## src/hw/rtl/dse_pkg.sv

```systemverilog
`timescale 1ns / 1ps
package dse_pkg;
   localparam logic [2:0] FUNC_READ    = 3'd0;
   localparam logic [2:0] FUNC_WRITE   = 3'd1;
   localparam logic [2:0] FUNC_PRELOAD = 3'd2;
   localparam logic [2:0] FUNC_COMMIT  = 3'd3;
   localparam logic [2:0] FUNC_SELECT  = 3'd4;

   localparam logic [1:0] ST_OK    = 2'd0;
   localparam logic [1:0] ST_RANGE = 2'd1;
   localparam logic [1:0] ST_BUSY  = 2'd2;
   localparam logic [1:0] ST_CLEAN = 2'd3;

   localparam logic [2:0] ACT_NONE    = 3'd0;
   localparam logic [2:0] ACT_ERASE   = 3'd1;
   localparam logic [2:0] ACT_PROGRAM = 3'd2;
   localparam logic [2:0] ACT_DONE    = 3'd3;
   localparam logic [2:0] ACT_ABORT   = 3'd4;

   localparam logic [1:0] SLOT_NONE = 2'd0;
   localparam logic [1:0] SLOT_A    = 2'd1;
   localparam logic [1:0] SLOT_B    = 2'd2;

   localparam logic [1:0] PH_IDLE = 2'd0;
   localparam logic [1:0] PH_PROG = 2'd1;
   localparam logic [1:0] PH_DONE = 2'd2;

   localparam logic [31:0] CRC_INIT  = 32'hFFFF_FFFF;
   localparam logic [31:0] CRC_POLY  = 32'hEDB8_8320;
   localparam logic [31:0] MAGIC     = 32'h3150_4545;
   localparam logic [12:0] SIZE_RST  = 13'd4096;
   localparam logic [7:0]  CSR_IMAGE_SIZE = 8'd0;

   typedef enum logic [3:0] {
      S_IDLE, S_ACC, S_RDWAIT, S_CRC_RD, S_CRC_WAIT, S_CRC_BIT,
      S_WORD_RD, S_WORD_WAIT, S_OUT
   } state_type;

   typedef struct packed {
      logic       load;
      logic [7:0] data;
   } crc_ctl_type;

   // One bit of reflected CRC-32.
   function automatic logic [31:0] crc_bit(input logic [31:0] c);
      crc_bit = (c >> 1) ^ (CRC_POLY & {32{c[0]}});
   endfunction
endpackage

```

## src/hw/rtl/dse_crc.sv

```systemverilog
`timescale 1ns / 1ps
module dse_crc (
   input  logic                 clock,
   input  logic                 init,
   input  dse_pkg::crc_ctl_type ctl,
   input  logic                 step,
   output logic [31:0]          crc
);
   import dse_pkg::*;
   logic [31:0] crc_ff, crc_in;
   always_comb begin
      crc_in = crc_ff;
      if (init) crc_in = CRC_INIT;
      else if (ctl.load) crc_in = crc_ff ^ {24'd0, ctl.data};
      else if (step) crc_in = crc_bit(crc_ff);
   end
   always_ff @(posedge clock) crc_ff <= crc_in;
   assign crc = ~crc_ff;
endmodule

```

## config.mk

```make
export PLATFORM = sky130hd
export DESIGN_NAME = dse_crc
export DESIGN_NICKNAME = d
export VERILOG_FILES = /design/src/hw/rtl/dse_pkg.sv /design/src/hw/rtl/dse_crc.sv
export SDC_FILE = /design/constraint.sdc
export NUM_CORES = 1
export LEC_CHECK = 0
export BUFFER_PORTS_ARGS = -buffer_cell sky130_fd_sc_hd__buf_2
export CORE_AREA = 10 10 55 90
export CTS_CLUSTER_SIZE = 25
export DETAILED_ROUTE_END_ITERATION = 12
export DIE_AREA = 0 0 65 100
export PLACE_DENSITY = 0.74
export SETUP_SLACK_MARGIN = 0.02
export SLEW_MARGIN = 10
export SYNTH_ARGS = -nofsm -noshare
export SYNTH_HDL_FRONTEND = slang
export SYNTH_SLANG_ARGS = --single-unit
```

## constraint.sdc

```tcl
create_clock -name clock -period 1.1 [get_ports clock]
set_input_delay 0.055 -clock clock [delete_from_list [all_inputs] [get_ports clock]]
set_output_delay 0.055 -clock clock [all_outputs]
set_load 0.02 [all_outputs]
```

==> impl_metrics.yaml <==
status:
  outcome: "completed"
sta:
  period_minus_slack_ns: 1.070
  worst_pin_slew_ns: 0.5584
  tns_ns: 0
  max_slew_margin: 0.6277
  finClkSkew_ns: 0.003464
  max_freq_mhz: 934.8
  drv_slew: 0
  finalCritPeriodShare: 0.9725
  hold_viol: 0
  rsz0062_at_grt: "yes"
  setup_viol: 0
drt:
  drtAntennaViolNets: 0
  num_vias: 1304
  vias_per_cell: 4.866
  wirelength_mm: 3.380
  wl_per_cell_um: 12.61
  drcViolationCount: 0
  drt_first_pass_iters: 4
  first_iter_violations: 78
layout:
  layout_common_cells: "42 x buf_2, 31 x inv_1, 31 x dfxtp_1"
  stdcell_count: 268
  drive_gt1_frac: 0.3333
  reg_top3: "crc_ff x32"
  layout_commonest_cell: "buf_2"
  nets: 233
  largest_reg_flops: 32
  antenna_cells: 0
  regMostFlops: "crc_ff"
  final_util: 0.5716
  area_delta_synth_final_pct: 30.94
synth:
  avgSynthCellArea_um2: 8.536
  synth-seq-cells: 32
  synth_cell_types: 21
  syn_area_mm2: 0.001536
  yosysWarnings: 0
  syn_inst: 180
  seq_area_frac_synth: 0.4169
  synth_nets: 192
setup_path:
  crit_family: "flip-flops"
  path_buf_inv: 1
  crit_path_start: "crc_ff[0]$_SDFFE_PP1P_"
  cp-start-kind: "flip-flop"
  r2r_slack_ns: 0.03
  path_class: "flip-flop to flip-flop"
  worstSetupPathDepth: 4
  endpoint_kind: "flip-flop"
  cp_slowest_cell: "dfxtp_4"
  worst_r2r_startpoint: "crc_ff[0]$_SDFFE_PP1P_"
  cp_cell_sequence: "clkbuf_16 -> xnor2_4 -> nor2_1 -> a211o_1"
  crit_path_max_incr_delay_ns: 0.37
  critPathCapture: "crc_ff[23]$_SDFFE_PP1P_"
  crit_arrival_ns: 1.24
  r2r-end: "crc_ff[23]$_SDFFE_PP1P_"
  ff2ff_path_depth: 4
  crit_fanout: 5
  crit_required_ns: 1.27
die:
  start_util: 0.4365
  die_w_um: 65
  rows: 29
  die_y_um: 100
  core_mm2: 0.003520
  dieArea_mm2: 0.006500
  io_pins: 44
placed_design:
  dp.final_hpwl_mm: 2.417
  placed_cells: 259
  gp_congestion: 0.7053
  io_buffers: 43
pwr:
  p_leak_nw: 1.163
  p_per_area_mw_per_mm2: 1425
  peakVddDrop_mv: 1.080
grt:
  antenna_found_initial: 0
  track_usage: 0.1064
  grt_pass1_vias: 1280
  grt-ovfl-total: 0
  grt_start_max_net_pins: 33
  grt_pass1_wl_mm: 5.520
hold_path:
  hold_depth: 3
  hp-class: "input port to flip-flop"
clock_network:
  cts_tree: "yes"
  clock_sinks: 32
  cts-root-buf: "clkbuf_8"
  htree_num_levels: 2
  clockBufferDepth: 2
  clk_pin_slew_ns: 0.07
  clk-insertion-delay-late_ns: 0.28
  cts_setup_buffers: 0
  ctsHoldBuffers: 0
  cts_buffers: 5
run:
  drv_cap: 0
==> worst min path at each step <==
stage,start,end,slack [ns]
floorplan,init,crc_ff[24]$_SDFFE_PP1P_,0.15
global placement,ctl[5],crc_ff[5]$_SDFFE_PP1P_,0.33
detailed placement,ctl[5],crc_ff[5]$_SDFFE_PP1P_,0.32
CTS,ctl[5],crc_ff[5]$_SDFFE_PP1P_,0.02
global route,ctl[5],crc_ff[5]$_SDFFE_PP1P_,0.05
finish,ctl[5],crc_ff[5]$_SDFFE_PP1P_,0.04
==> timing repair <==
action / CTS / global route
pin swaps: 0 / 17
gates cloned: 0 / 1
endpoints found under the setup margin: 2 / 13
resized for setup: 2 / 13
==> synthesized netlist by cell type <==
master,n,share of area
buf_2,4,0.013
buf_12,1,0.013
o21ai_0,7,0.023
nand2b_1,7,0.029
mux2_2,1,0.0073
buf_4,1,0.0049
dfxtp_1,32,0.42
a211o_1,24,0.14
o221ai_1,1,0.0057
o21bai_1,7,0.034
clkbuf_1,5,0.012
or2_2,1,0.0041
inv_1,32,0.078
nor2_1,24,0.059
nand3_1,7,0.023
xnor2_1,13,0.074
buf_6,3,0.022
a31oi_1,1,0.0041
nor2b_4,1,0.0090
a21oi_1,7,0.023
nand2b_4,1,0.0090
==> cell families after synthesis <==
| family | synth area share |
|---|---|
| compound gates | 0.2264 |
| xor+xnor | 0.07410 |
| buf+inv | 0.1433 |
| flops | 0.4169 |
| mux | 0.007328 |
| simple gates | 0.1319 |
==> worst reg2reg max path, delay by kind of cell, from the launching register on <==
family | cells | cell delay [ns]
flops | 1 | 0.37
compound gates | 1 | 0.23
buf+inv | 1 | 0.17
simple gates | 1 | 0.07
xor+xnor | 1 | 0.13
==> layout make-up <==
type	instances	area (µm²)
repair buffers	48	309.0
well taps	46	57.56
clock inverters	2	10.01
multi-input cells	102	788.3
inverters	32	120.1
flip-flops and latches	32	644.4
fillers	329	1508
clock buffers	6	82.58
==> metal layers <==
layer | global-route usage | up-vias | routed length, µm
li1 | - | 665 | -
met1 | 0.1045 | 607 | 1401
met2 | 0.1837 | 28 | 1745
met3 | 0.04236 | 4 | 189
met4 | 0.05960 | 0 | 44
met5 | 0 | - | 0
==> power breakdown <==
group,internal (mW),switching (mW)
registers,1.24,0.0819
clock network,0.498,0.425
logic,0.296,0.323
total,2.04,0.830
==> metrics by stage <==
| stage | worst slack [ns] | total power, mW | hold WS, ns | instance area [µm²] |
|---|---|---|---|---|
| 2_1_floorplan | 0.01282 | 1.760 | 0.1494 | 1590 |
| 3_3_place_gp | 0.05003 | 1.902 | 0.3272 | 1803 |
| 3_5_place_dp | 0.02322 | 1.910 | 0.3180 | 1803 |
| 4_1_cts | 0.01543 | 2.855 | 0.02434 | 1911 |
| 5_1_grt | 0.0002854 | 3.029 | 0.05201 | 2012 |
| 6_report | 0.03030 | 2.867 | 0.03919 | 2012 |
No activity file was read; power rests on OpenSTA's default activity.
